File: src/sv/ebcpu_pkg.sv
`default_nettype none
package ebcpu_pkg;

  // Operation codes as carried on the input word
  typedef enum logic [4:0] {
    OP_NOP     = 5'd0,
    OP_HLT     = 5'd1,
    OP_MOV_REG = 5'd2,
    OP_MOV_IMM = 5'd3,
    OP_LOAD    = 5'd4,
    OP_STORE   = 5'd5,
    OP_ADD_REG = 5'd6,
    OP_ADD_IMM = 5'd7,
    OP_SUB_REG = 5'd8,
    OP_SUB_IMM = 5'd9,
    OP_PUSH    = 5'd10,
    OP_POP     = 5'd11,
    OP_JMP     = 5'd12,
    OP_JZ      = 5'd13,
    OP_JNZ     = 5'd14,
    OP_JC      = 5'd15,
    OP_JNC     = 5'd16,
    OP_CALL    = 5'd17,
    OP_RET     = 5'd18,
    OP_BAD     = 5'd31
  } op_e;

  localparam int unsigned QDEPTH = 2;
  localparam int unsigned IN_W   = 40;
  localparam int unsigned OUT_W  = 120;

  // Decoded instruction held in the queue
  typedef struct packed {
    op_e         op;
    logic [2:0]  rd;
    logic [2:0]  rs;
    logic [7:0]  imm;
    logic [15:0] tgt;
    logic [2:0]  len;
    logic [2:0]  cyc;
  } dec_t;

  // Result word, last field in the lowest bits
  typedef struct packed {
    logic [31:0] cycle_total;
    logic [31:0] retired_count;
    logic [2:0]  cycles_used;
    logic        fault;
    logic        halted;
    logic        overflow_flag;
    logic        sign_flag;
    logic        carry_flag;
    logic        zero_flag;
    logic [7:0]  written_value;
    logic [15:0] sp_now;
    logic [15:0] pc_next;
  } res_t;

  // Back-end status seen by the front end
  typedef struct packed {
    logic clearing;
    logic halted;
  } stat_t;

endpackage
`default_nettype wire

File: src/sv/ebcpu_fifo.sv
`default_nettype none
module ebcpu_fifo (
  input  wire logic           clk_i,
  input  wire logic           rst_ni,
  input  wire logic           push_i,
  input  wire ebcpu_pkg::dec_t din_i,
  output logic                full_o,
  input  wire logic           pop_i,
  output ebcpu_pkg::dec_t     dout_o,
  output logic                valid_o
);
  import ebcpu_pkg::*;

  localparam int unsigned PW = (QDEPTH > 1) ? $clog2(QDEPTH) : 1;
  localparam int unsigned CW = $clog2(QDEPTH + 1);

  dec_t            slot_q [QDEPTH];
  logic [PW-1:0]   wp_q, wp_d, rp_q, rp_d;
  logic [CW-1:0]   cnt_q, cnt_d;

  assign full_o  = (cnt_q == CW'(QDEPTH));
  assign valid_o = (cnt_q != '0);
  assign dout_o  = slot_q[rp_q];

  always_comb begin
    wp_d  = wp_q;
    rp_d  = rp_q;
    cnt_d = cnt_q;
    if (push_i) begin
      wp_d = (wp_q == PW'(QDEPTH - 1)) ? '0 : wp_q + PW'(1);
    end
    if (pop_i) begin
      rp_d = (rp_q == PW'(QDEPTH - 1)) ? '0 : rp_q + PW'(1);
    end
    if (push_i && !pop_i) begin
      cnt_d = cnt_q + CW'(1);
    end else if (pop_i && !push_i) begin
      cnt_d = cnt_q - CW'(1);
    end
  end

  always_ff @(posedge clk_i or negedge rst_ni) begin
    if (!rst_ni) begin
      wp_q  <= '0;
      rp_q  <= '0;
      cnt_q <= '0;
    end else begin
      wp_q  <= wp_d;
      rp_q  <= rp_d;
      cnt_q <= cnt_d;
    end
  end

  always_ff @(posedge clk_i) begin
    if (push_i) begin
      slot_q[wp_q] <= din_i;
    end
  end

endmodule
`default_nettype wire

File: config.mk
export PLATFORM = sky130hd
export DESIGN_NAME = ebcpu_fifo
export DESIGN_NICKNAME = d
export VERILOG_FILES = /design/src/sv/ebcpu_pkg.sv /design/src/sv/ebcpu_fifo.sv
export SDC_FILE = /design/constraint.sdc
export NUM_CORES = 1
export LEC_CHECK = 0
export CAP_MARGIN = 20
export CORE_MARGIN = 1
export CORE_UTILIZATION = 50
export CTS_CLUSTER_DIAMETER = 60
export DETAILED_ROUTE_END_ITERATION = 7
export DONT_BUFFER_PORTS = 1
export GPL_TIMING_DRIVEN = 0
export HOLD_SLACK_MARGIN = 0.08
export PLACE_DENSITY = 0.71
export RECOVER_POWER = 25
export SYNTH_ARGS = -nofsm -noshare
export SYNTH_HDL_FRONTEND = slang
export SYNTH_SLANG_ARGS = --single-unit
File: constraint.sdc
create_clock -name clk_i -period 3 [get_ports clk_i]
set_clock_uncertainty 0.1 [all_clocks]
set_input_delay 0.45 -clock clk_i [delete_from_list [all_inputs] [get_ports clk_i]]
set_output_delay 0.45 -clock clk_i [all_outputs]
set_load 0.005 [all_outputs]
# Word level (Yosys, flattened, before mapping)
# Memories as Yosys holds them, arrays and structs flattened.
# Index checks and enable logic that the tools add are counted.
# op_classes
n_reduce_logical	6
add_sub_neg	4
n_shift	0
n_eq_ne	1
div	0
n_lt_le_gt_ge	0
n_mux	6
n_bitwise	0
mul	0
# op_table
cell	n
2-to-1 mux 1 bit	4
2-to-1 mux 2 bit	2
nonzero test 2 bit	2
adder 1 bit, second input constant	2
adder 2 x 1 -> 2 bit, second input constant	1
equality test 2 bit, second input constant	1
logical AND 1 bit	2
zero test 1 bit	2
subtractor 2 x 1 -> 2 bit, second input constant	1
# word_totals
input_bits	45
mem_bits_rw	82
mem_count	1
wordCells	21
romBits	0
ff_bits	4
output_inout_bits	43
latchBits	0
# mem_list
name	depth	word_bits	read_ports	rd_clocked_by_memory_dff	wr	line_no	rtl
slot_q	2	41	1	0	1	ebcpu_fifo.sv:17	dec_t slot_q [QDEPTH];

# Depth between registers and ports, before layout
# depth
depth_word	4
mapped_depth	5
ltp_nobuf	5

# Least setup slack after synthesis
# No wires, ideal clock.
# synth_timing
path_kind	input-to-reg
startpoint	input port push_i
endpoint	memory slot_q[0][0] (netlist bit), enable pin
setup_ns	0.444
path_buffers	0
t_required_ns	2.456
arrival_time_ns	2.282
setup_slack_ns	0.174
stages	1
cell_sequence	nor2b_1
# synth_between
elab_chain_cells	2
# synth_lines
item	line_no	rtl
start, declared	ebcpu_fifo.sv:5	input wire logic push_i,
2-to-1 mux 1 bit	ebcpu_fifo.sv:55	if (push_i) begin
2-to-1 mux 1 bit (implied by the code)	ebcpu_fifo.sv:56	slot_q[wp_q] <= din_i;
end, declared	ebcpu_fifo.sv:17	
# Every way passes these cells.

==> flow_summary_export.csv <==
group,metric,value,unit
synthesis,synth_seq_area_share,76.5,%
synthesis,yosys.area.top_type,"edfxtp_1",
floorplan,initial_utilization,52.2,%
floorplan,die_y,83.9,µm
place,place_congestion,0.707,
synthesis,synth_cell_types,14,
job,maxCapViolations,0,
finish,drive_above_1_share,31.6,%
place,pre_cts_ws,1220,ps
routing,dr.pass1.iters,6,
place,port_buffers,0,
setup_path,end_kind,"primary output",
cts,htree_num_levels,3,
finish,nFillCells,437,
finish,stdcell_count,286,
sta,fmax,524,MHz
grt,grt_pass1_vias,1524,
min_path,hold_path.class,"input port to asynchronous set/reset pin",
setup_path,critical_path.top_delay_family,"flip-flops",
finish,stdcell_area,0.00419,mm²
place,post-dp-hpwl,3140,µm
grt,grt_use_met1,16.0,%
power_and_ir_drop,ir_drop,0.473,mV
sta,hold_ws,256,ps
setup_path,rr_endpoint,"slot_q[1][25]",
sta,finalSetupViolCount,0,
routing,viasPerCell,5.14,
cts,clock_path_buffers,2,
grt,grt_util_all_layers,15.8,%
synthesis,ys_ff_latch,86,
synthesis,synth_flop_cell,"edfxtp_1",
outcome,status,"finished with violations",
synthesis,synth_edf_count,82,
cts,clock_latency,350,ps
synthesis,synth_top_area_share,73.5,%
synthesis,async_flop_share,4.65,%
synthesis,synth_fp_nets,190,
sta,tightest_slew,966,ps
outcome,failed_checks,"design-rule violations",
grt,grt_use_met3,7.02,%
sta,tns,0,ps
synthesis,synth_warnings,0,
routing,ant_nets,0,
setup_path,path_class,"flop to primary output",
cts,post_cts_resized,0,
finish,num_antenna_cells,0,
routing,wl_per_cell,18.4,µm
floorplan,ios,88,
floorplan,rows,29,
place,dpl_cell_area,0.00348,mm²
setup_path,worst-path-buf-inv,2,
power_and_ir_drop,p_per_area,864,mW/mm²
grt,antenna_found_initial,0,
finish,multi_input_area,702,µm²
grt,grt_overflow_total,0,
setup_path,path_max_fanout,10,
routing,vias,1470,
setup_path,rr_startpoint,"wp_q",
synthesis,ys_top_cells_by_count,"82 x edfxtp_1, 39 x mux2_4, 4 x buf_12, 4 x dfrtp_1, 4 x xor2_1",
sta,period_share,63.7,%
grt,use_met2,27.2,%
setup_path,worstPathRequired,2450,ps
routing,drc,10,
cts,path_clk_slew,90,ps
finish,seqCellArea,0.00256,mm²
floorplan,core-area,0.00642,mm²
synthesis,ys_top_cells_by_area,"edfxtp_1 73%, mux2_4 17%, dfrtp_1 3.0%",
sta,relSlewSlack,35.6,%
routing,routed_wl,5270,µm
setup_path,r2r_cells,1,
sta,final-hold-violation-count,0,
setup_path,worstPathArrival,1360,ps
synthesis,syn_area_per_cell,23.3,µm²
cts,numClockSinks,86,
setup_path,slowest_stage,"dfrtp_1",
floorplan,die_x,83.9,µm
grt,grt-busiest-layer,"met2",
power_and_ir_drop,p_leak,0.00156,µW
setup_path,cp_cell_sequence,"buf_6 -> buf_12 -> mux2_4",
sta,slew_viol_final,0,
cts,root_buffer,"clkbuf_8",
grt,grt_max_degree,42,
cts,cts_made_buffers,9,
setup_path,rrSetupSlack,1250,ps
cts,post_cts_buffers,0,
place,dp.cells,222,
routing,drt_iter0_drc,83,
synthesis,netlist_area,0.00335,mm²
synthesis,synthesis.instances,144,
sta,rsz0062_at_grt,"no",
finish,syn2layout_area_growth,24.9,%
grt,grt_pass1_wl,7820,µm
finish,fin_nets,250,
sta,fin_crit,1910,ps
setup_path,max_stage_delay,390,ps
synthesis,yosys.cell_count.top_type,"edfxtp_1",
sta,fin_ws,1090,ps
floorplan,fp.dieArea,0.00703,mm²
setup_path,crit_path_start_kind,"flop",
cts,cts_tree,"yes",
[power breakdown]
part / switching (µW) / total (µW) / leakage (µW) / internal (µW)
Sequential: 80.2 / 1680 / 0.000816 / 1600
Clock: 399 / 870 / 0.000106 / 471
Combinational: 466 / 1070 / 0.000635 / 600
Total: 945 / 3610 / 0.00156 / 2670
[worst max-delay path by stage]
| stage | from | endpoint | slack (ps) | depth (start not counted) |
|---|---|---|---|---|
| after floorplan | push_i | slot_q[0][0] | 170 | 1 |
| after global placement | push_i | slot_q[0][35] | -510 | 1 |
| after detailed placement | push_i | slot_q[1][32] | 1220 | 1 |
| after CTS | rp_q | dout_o[30] | 1060 | 3 |
| after global routing | rp_q | dout_o[30] | 1030 | 3 |
| final | rp_q | dout_o[30] | 1090 | 3 |
[per-stage QoR]
stage,util [%],power (µW)
2_1_floorplan,-,2540
3_3_place_gp,53.7,2680
3_5_place_dp,54.2,2730
4_1_cts,64.2,3650
5_1_grt,65.2,3770
6_report,65.2,3610
[layout by cell type (no fill, tap or decap)]
cell,n
xor2_1,4
nor2b_1,1
clkinv_4,1
buf_12,4
xnor2_1,1
bufinv_16,2
and2_2,1
inv_6,1
clkbuf_8,9
mux2_4,39
nor2b_4,1
buf_6,1
dfrtp_1,4
buf_16,1
edfxtp_1,82
ha_1,1
dlygate4sd3_1,48
clkinv_2,1
mux2_2,2
clkinvlp_4,2
inv_1,1
or2_2,1
nor2_1,1
[cell type report]
class | count | area share, %
buffer | 5 | 2.18
clock buffer | 9 | 2.96
clock inverter | 7 | 2.33
inverter | 1 | 0.0897
multi-input combinational | 52 | 16.8
sequential | 86 | 61.2
tap | 77 | 2.30
timing repair buffer | 49 | 12.1
[registers in the layout, summed over array words and instances, names as in the netlist]
signal	count
wp_q	1
rp_q	1
cnt_q	2
slot_q	82
[repair_timing]
action / CTS / global route
endpoints found under the hold margin: 80 / 8
hold buffers: 42 / 6
setup endpoints to repair: 0 / 0
[cells by family (layout without fill, tap and decap cells)]
logic type	Yosys count	after routing	synth area share, %
XOR/XNOR	5	5	1.31
adder cells (fa/ha/maj)	1	1	0.373
buffers and inverters	6	71	2.84
flip-flops	86	86	76.5
multiplexers	41	41	18.1
AND/OR/NAND/NOR	5	5	0.859
[layer usage]
| metal | share of wire, % | wire, µm |
|---|---|---|
| met5 | 0 | 0 |
| met4 | 2.0 | 103 |
| met3 | 7.0 | 369 |
| met2 | 55 | 2880 |
| met1 | 36 | 1920 |
No activity file was read; power rests on OpenSTA's default activity.
