`src/sv/ebcpu_pkg.sv`:
```
`default_nettype none
package ebcpu_pkg;

  // Operation codes as carried on the input word
  typedef enum logic [4:0] {
    OP_NOP     = 5'd0,
    OP_HLT     = 5'd1,
    OP_MOV_REG = 5'd2,
    OP_MOV_IMM = 5'd3,
    OP_LOAD    = 5'd4,
    OP_STORE   = 5'd5,
    OP_ADD_REG = 5'd6,
    OP_ADD_IMM = 5'd7,
    OP_SUB_REG = 5'd8,
    OP_SUB_IMM = 5'd9,
    OP_PUSH    = 5'd10,
    OP_POP     = 5'd11,
    OP_JMP     = 5'd12,
    OP_JZ      = 5'd13,
    OP_JNZ     = 5'd14,
    OP_JC      = 5'd15,
    OP_JNC     = 5'd16,
    OP_CALL    = 5'd17,
    OP_RET     = 5'd18,
    OP_BAD     = 5'd31
  } op_e;

  localparam int unsigned QDEPTH = 2;
  localparam int unsigned IN_W   = 40;
  localparam int unsigned OUT_W  = 120;

  // Decoded instruction held in the queue
  typedef struct packed {
    op_e         op;
    logic [2:0]  rd;
    logic [2:0]  rs;
    logic [7:0]  imm;
    logic [15:0] tgt;
    logic [2:0]  len;
    logic [2:0]  cyc;
  } dec_t;

  // Result word, last field in the lowest bits
  typedef struct packed {
    logic [31:0] cycle_total;
    logic [31:0] retired_count;
    logic [2:0]  cycles_used;
    logic        fault;
    logic        halted;
    logic        overflow_flag;
    logic        sign_flag;
    logic        carry_flag;
    logic        zero_flag;
    logic [7:0]  written_value;
    logic [15:0] sp_now;
    logic [15:0] pc_next;
  } res_t;

  // Back-end status seen by the front end
  typedef struct packed {
    logic clearing;
    logic halted;
  } stat_t;

endpackage
`default_nettype wire

```
`src/sv/ebcpu_front.sv`:
```
`default_nettype none
module ebcpu_front (
  input  wire logic                      s_valid_i,
  output logic                           s_ready_o,
  input  wire logic [ebcpu_pkg::IN_W-1:0] s_data_i,
  input  wire ebcpu_pkg::stat_t          stat_i,
  input  wire logic                      q_full_i,
  output logic                           q_push_o,
  output ebcpu_pkg::dec_t                q_data_o
);
  import ebcpu_pkg::*;

  logic [4:0] opc;

  assign opc       = s_data_i[4:0];
  assign s_ready_o = !q_full_i && !stat_i.clearing;
  assign q_push_o  = s_valid_i && s_ready_o;

  // classify: byte length and cycle charge per operation
  always_comb begin
    q_data_o.rd  = s_data_i[7:5];
    q_data_o.rs  = s_data_i[10:8];
    q_data_o.imm = s_data_i[18:11];
    q_data_o.tgt = s_data_i[34:19];
    q_data_o.op  = op_e'(opc);
    q_data_o.len = 3'd3;
    q_data_o.cyc = 3'd3;
    case (opc)
      OP_NOP, OP_HLT: begin
        q_data_o.len = 3'd1;
        q_data_o.cyc = 3'd2;
      end
      OP_MOV_REG, OP_MOV_IMM, OP_ADD_REG, OP_ADD_IMM, OP_SUB_REG, OP_SUB_IMM: begin
        q_data_o.len = 3'd3;
        q_data_o.cyc = 3'd3;
      end
      OP_LOAD, OP_STORE: begin
        q_data_o.len = 3'd4;
        q_data_o.cyc = 3'd5;
      end
      OP_PUSH, OP_POP: begin
        q_data_o.len = 3'd2;
        q_data_o.cyc = 3'd4;
      end
      OP_JMP, OP_JZ, OP_JNZ, OP_JC, OP_JNC: begin
        q_data_o.len = 3'd3;
        q_data_o.cyc = 3'd4;
      end
      OP_CALL: begin
        q_data_o.len = 3'd3;
        q_data_o.cyc = 3'd6;
      end
      OP_RET: begin
        q_data_o.len = 3'd1;
        q_data_o.cyc = 3'd5;
      end
      default: begin
        q_data_o.op  = OP_BAD;
        q_data_o.len = 3'd1;
        q_data_o.cyc = 3'd1;
      end
    endcase
  end

endmodule
`default_nettype wire

```
`config.mk`:
```
export PLATFORM = sky130hd
export DESIGN_NAME = ebcpu_front
export DESIGN_NICKNAME = d
export VERILOG_FILES = /design/src/sv/ebcpu_pkg.sv /design/src/sv/ebcpu_front.sv
export SDC_FILE = /design/constraint.sdc
export NUM_CORES = 1
export LEC_CHECK = 0
export BUFFER_PORTS_ARGS = -buffer_cell sky130_fd_sc_hd__buf_4
export CAP_MARGIN = 30
export CELL_PAD_IN_SITES_DETAIL_PLACEMENT = 0
export CELL_PAD_IN_SITES_GLOBAL_PLACEMENT = 2
export CORE_ASPECT_RATIO = 0.5
export CORE_UTILIZATION = 10
export DETAILED_ROUTE_END_ITERATION = 6
export PLACE_DENSITY = 0.86
export REMOVE_ABC_BUFFERS = 1
export SYNTH_ARGS = -nofsm -noshare
export SYNTH_HDL_FRONTEND = slang
export SYNTH_SLANG_ARGS = --single-unit
```
`constraint.sdc`:
```
create_clock -name vclk -period 1.4
set_input_delay 0.28 -clock vclk [all_inputs]
set_output_delay 0.28 -clock vclk [all_outputs]
set_load 0.03 [all_outputs]
```
Word-level counts from Yosys, hierarchy flattened
Cells that the tools add are included.
Storage, ports and cells
  input bits: 44
  bits in registers: 0
  word-level logic and storage cells: 31
Operators by class
  reduce and logical (&&, ||, !) cells: 11
  multiplexer cells: 2
  eq/ne operators: 18
Operators with widths (count)
  $pmux W6 S7: 1
  $eq A5 B4 Y1 const B: 8
  $eq A5 B3 Y1 const B: 4
  $reduce_or A19 Y1: 1
  $eq A5 B5 Y1 const B: 3
  $eq A5 B2 Y1 const B: 2
  $reduce_or A2 Y1: 3
  $reduce_or A6 Y1: 1
  $eq A5 B1 Y1 const B: 1
  $logic_not A5 Y1: 1
  $mux W5: 1
  $reduce_or A5 Y1: 1
  $logic_and A1 B1 Y1: 2
  $logic_not A1 Y1: 2

Logic depth before layout (Yosys ltp)
  depth after elaboration: 3
  depth in mapped cells: 4
  depth with buffers taken out: 3

Least setup slack after synthesis
Ideal clock, no wire load.
  path kind: input port to output port
  start point: input port s_data_i[1] (netlist bit)
  end point: output port q_data_o[5] (netlist bit)
  path slack: -0.359 ns
  arrival time: 1.479 ns
  stages on the path: 2
  cells stage by stage: buf_6 -> nor4b_1
RTL lines
  from (decl): line ebcpu_front.sv:5  | input wire logic [ebcpu_pkg::IN_W-1:0] s_data_i,
  to (decl): line ebcpu_front.sv:9  | output ebcpu_pkg::dec_t q_data_o

==> results.py <==
metrics = {
    "run_status": {
        "status": "completed",
    },
    "die": {
        "die-width_um": 95.2,
        "num_io_pins": 87,
        "floorplan.core_area_sq_um": 4020,
        "fp.dieArea_sq_um": 4630,
        "die_h_um": 48.6,
        "floorplan.initialDensity_pct": 10.8,
        "floorplan.rows": 16,
    },
    "finish": {
        "util_after_layout_pct": 9.89,
        "ant_diodes": 0,
        "drive_above_1_share_pct": 50.0,
        "fill_cells": 471,
        "finalNonFillerCells": 104,
        "sequential_cell_area_sq_um": 0,
        "multi_input_comb_area_sq_um": 169,
        "sequential_cell_total": 0,
        "synthToLayoutAreaGrowth_pct": -8.36,
        "layout.nets": 96,
        "clockBufferCount": 0,
    },
    "power": {
        "power.share.switching_pct": 59.2,
        "combinationalPowerShare_pct": 100.0,
        "switching_power_mw": 0.0902,
        "power_density_nw_per_um2": 383,
        "power.internal_mw": 0.0623,
        "max-vdd-ir-drop_mv": 0.0670,
        "power.leakage_nw": 0.162,
        "power_frac_seq_pct": 0,
        "p_clk_share_pct": 0,
    },
    "clock_network": {
        "cts_post_setup_buffers_inserted": 0,
        "cts_hold_buf": 0,
        "count_of_instances_resized_after_the_clock_tree_is_built": 0,
    },
    "timing": {
        "worstMarginPinSlew_ps": 245,
        "final_min_period_over_clock_period_pct": 92.1,
        "timing.fmax_mhz": 776,
        "grt_setup_unrepaired": "false",
        "fin_crit_ps": 1290,
        "layout_setup_ws_ps": 111,
        "maxSlewHeadroom_pct": 83.5,
        "number_of_setup_violations_in_the_final_report": 0,
        "final_max_slew_viol_count": 0,
        "number_of_failing_hold_endpoints_at_the_final_stage": 0,
    },
    "yosys": {
        "yosys_warnings": 0,
        "synthesis.instances": 64,
        "synth.avg_cell_area_sq_um": 6.78,
        "synth_area_sq_um": 434,
        "synth_seq_area_share_pct": 0,
        "synth_cell_types": 22,
    },
    "worst_setup_path": {
        "cp-end-kind": "output port",
        "data_arrival_at_the_endpoint_of_the_critical_path_ps": 1010,
        "critPathRequiredTime_ps": 1120,
        "worst-setup-path-type": "in2out",
        "cp_max_fo": 10,
        "startpoint_type_of_the_worst_setup_path": "primary input",
        "launching_element_of_the_worst_setup_path": "s_data_i[1]",
    },
    "routing": {
        "drtPass1Iterations": 3,
        "wire_per_inst_um": 16.9,
        "route.detailed.vias_per_inst": 3.38,
        "drc": 0,
        "drtIter0Drc": 44,
        "detail_route.wirelength_um": 1750,
        "route.vias.total": 351,
        "count_of_antenna_violating_nets_left_after_detailed_routing": 0,
    },
    "place": {
        "numPortBuffers": 21,
        "place.detailed.instances": 104,
        "preCtsSetupSlack_ps": 107,
        "place_hpwl_um": 1350,
        "gp_congestion": 0.700,
    },
    "worst_hold_path": {
        "min-delay-start": "s_data_i[10]",
        "holdCritPathClass": "in2out",
    },
    "global_route": {
        "grt_first_pass_wirelength_um": 2360,
        "gr-total-overflow": 0,
        "grt_antenna_before_repair": 0,
        "grt_pass1_vias": 327,
        "grt_max_degree": 14,
        "global_route.usage.total_pct": 7.24,
    },
    "run": {
        "max-cap-violations": 0,
    },
}
[power by group through the flow]
| stage | clock (mW) | sequential [mW] | combinational, mW |
|---|---|---|---|
| 2_1_floorplan | 0 | 0 | 0.0785 |
| 3_3_place_gp | 0 | 0 | 0.154 |
| 3_5_place_dp | 0 | 0 | 0.154 |
| 4_1_cts | 0 | 0 | 0.154 |
| 5_1_grt | 0 | 0 | 0.165 |
| 6_report | 0 | 0 | 0.152 |
[kinds of logic after synthesis]
group | Yosys count | share of synthesized area [%]
simple gates | 20 | 27.4
buf+inv | 36 | 61.1
compound gates | 8 | 11.5
[critical path, cell delays in order]
cell,delay [ps]
sky130_fd_sc_hd__buf_4,150
sky130_fd_sc_hd__and2_4,150
sky130_fd_sc_hd__a21oi_2,120
sky130_fd_sc_hd__and3_1,160
sky130_fd_sc_hd__buf_4,150
[cells in the mapped netlist]
cell | instances | area (sq um)
sky130_fd_sc_hd__buf_4 | 30 | 225
sky130_fd_sc_hd__nor2_1 | 4 | 15.0
sky130_fd_sc_hd__nand2_1 | 3 | 11.3
sky130_fd_sc_hd__nand2b_1 | 3 | 18.8
sky130_fd_sc_hd__o21ai_0 | 3 | 15.0
sky130_fd_sc_hd__buf_2 | 2 | 10.0
sky130_fd_sc_hd__buf_6 | 2 | 22.5
sky130_fd_sc_hd__nand3b_1 | 2 | 15.0
sky130_fd_sc_hd__o21ai_1 | 2 | 10.0
sky130_fd_sc_hd__a21o_1 | 1 | 7.51
sky130_fd_sc_hd__a21oi_2 | 1 | 8.76
sky130_fd_sc_hd__a22o_1 | 1 | 8.76
sky130_fd_sc_hd__and2_1 | 1 | 6.26
sky130_fd_sc_hd__and2_4 | 1 | 8.76
sky130_fd_sc_hd__and3_1 | 1 | 6.26
sky130_fd_sc_hd__clkbuf_1 | 1 | 3.75
sky130_fd_sc_hd__inv_1 | 1 | 3.75
sky130_fd_sc_hd__nor2_2 | 1 | 6.26
sky130_fd_sc_hd__nor3_1 | 1 | 5.00
sky130_fd_sc_hd__nor3_2 | 1 | 10.0
sky130_fd_sc_hd__nor3b_1 | 1 | 7.51
sky130_fd_sc_hd__nor4b_1 | 1 | 8.76
[placed cells by master (no fill, tap or decap), types with 2 or more instances in the layout]
cell / instances
sky130_fd_sc_hd__nor2_1: 4
sky130_fd_sc_hd__nand2_1: 3
sky130_fd_sc_hd__buf_4: 21
sky130_fd_sc_hd__o21ai_1: 2
sky130_fd_sc_hd__nand2b_1: 3
sky130_fd_sc_hd__o21ai_0: 3
sky130_fd_sc_hd__nand3b_1: 2
[per-stage QoR]
stage	instance area, sq um	hold slack, ps	TNS, ps	total power [mW]
after CTS	398	560	0	0.154
after global routing	398	560	0	0.165
after global placement	398	560	0	0.154
after detailed placement	398	560	0	0.154
final	398	560	0	0.152
after floorplan	173	560	-230	0.0785
[routing by layer]
layer / share of wire, % / vias up / global-route usage, %
met5: 0 / - / 0
met4: 0 / 0 / 0
met3: 22 / 0 / 9.59
met2: 34 / 37 / 6.79
met1: 45 / 167 / 9.46
li1: - / 147 / -
[final timing paths]
path	end	slack (ps)	depth (start not counted)
setup / recovery	q_data_o[2]	110	5
hold / removal	q_data_o[32]	560	0
[layout make-up]
class / instances / area share (%)
well taps: 54 / 17.0
multi-input cells: 28 / 42.5
inverters: 1 / 0.943
repair buffers: 21 / 39.6
Note: power is estimated with default switching activity, not from simulation.
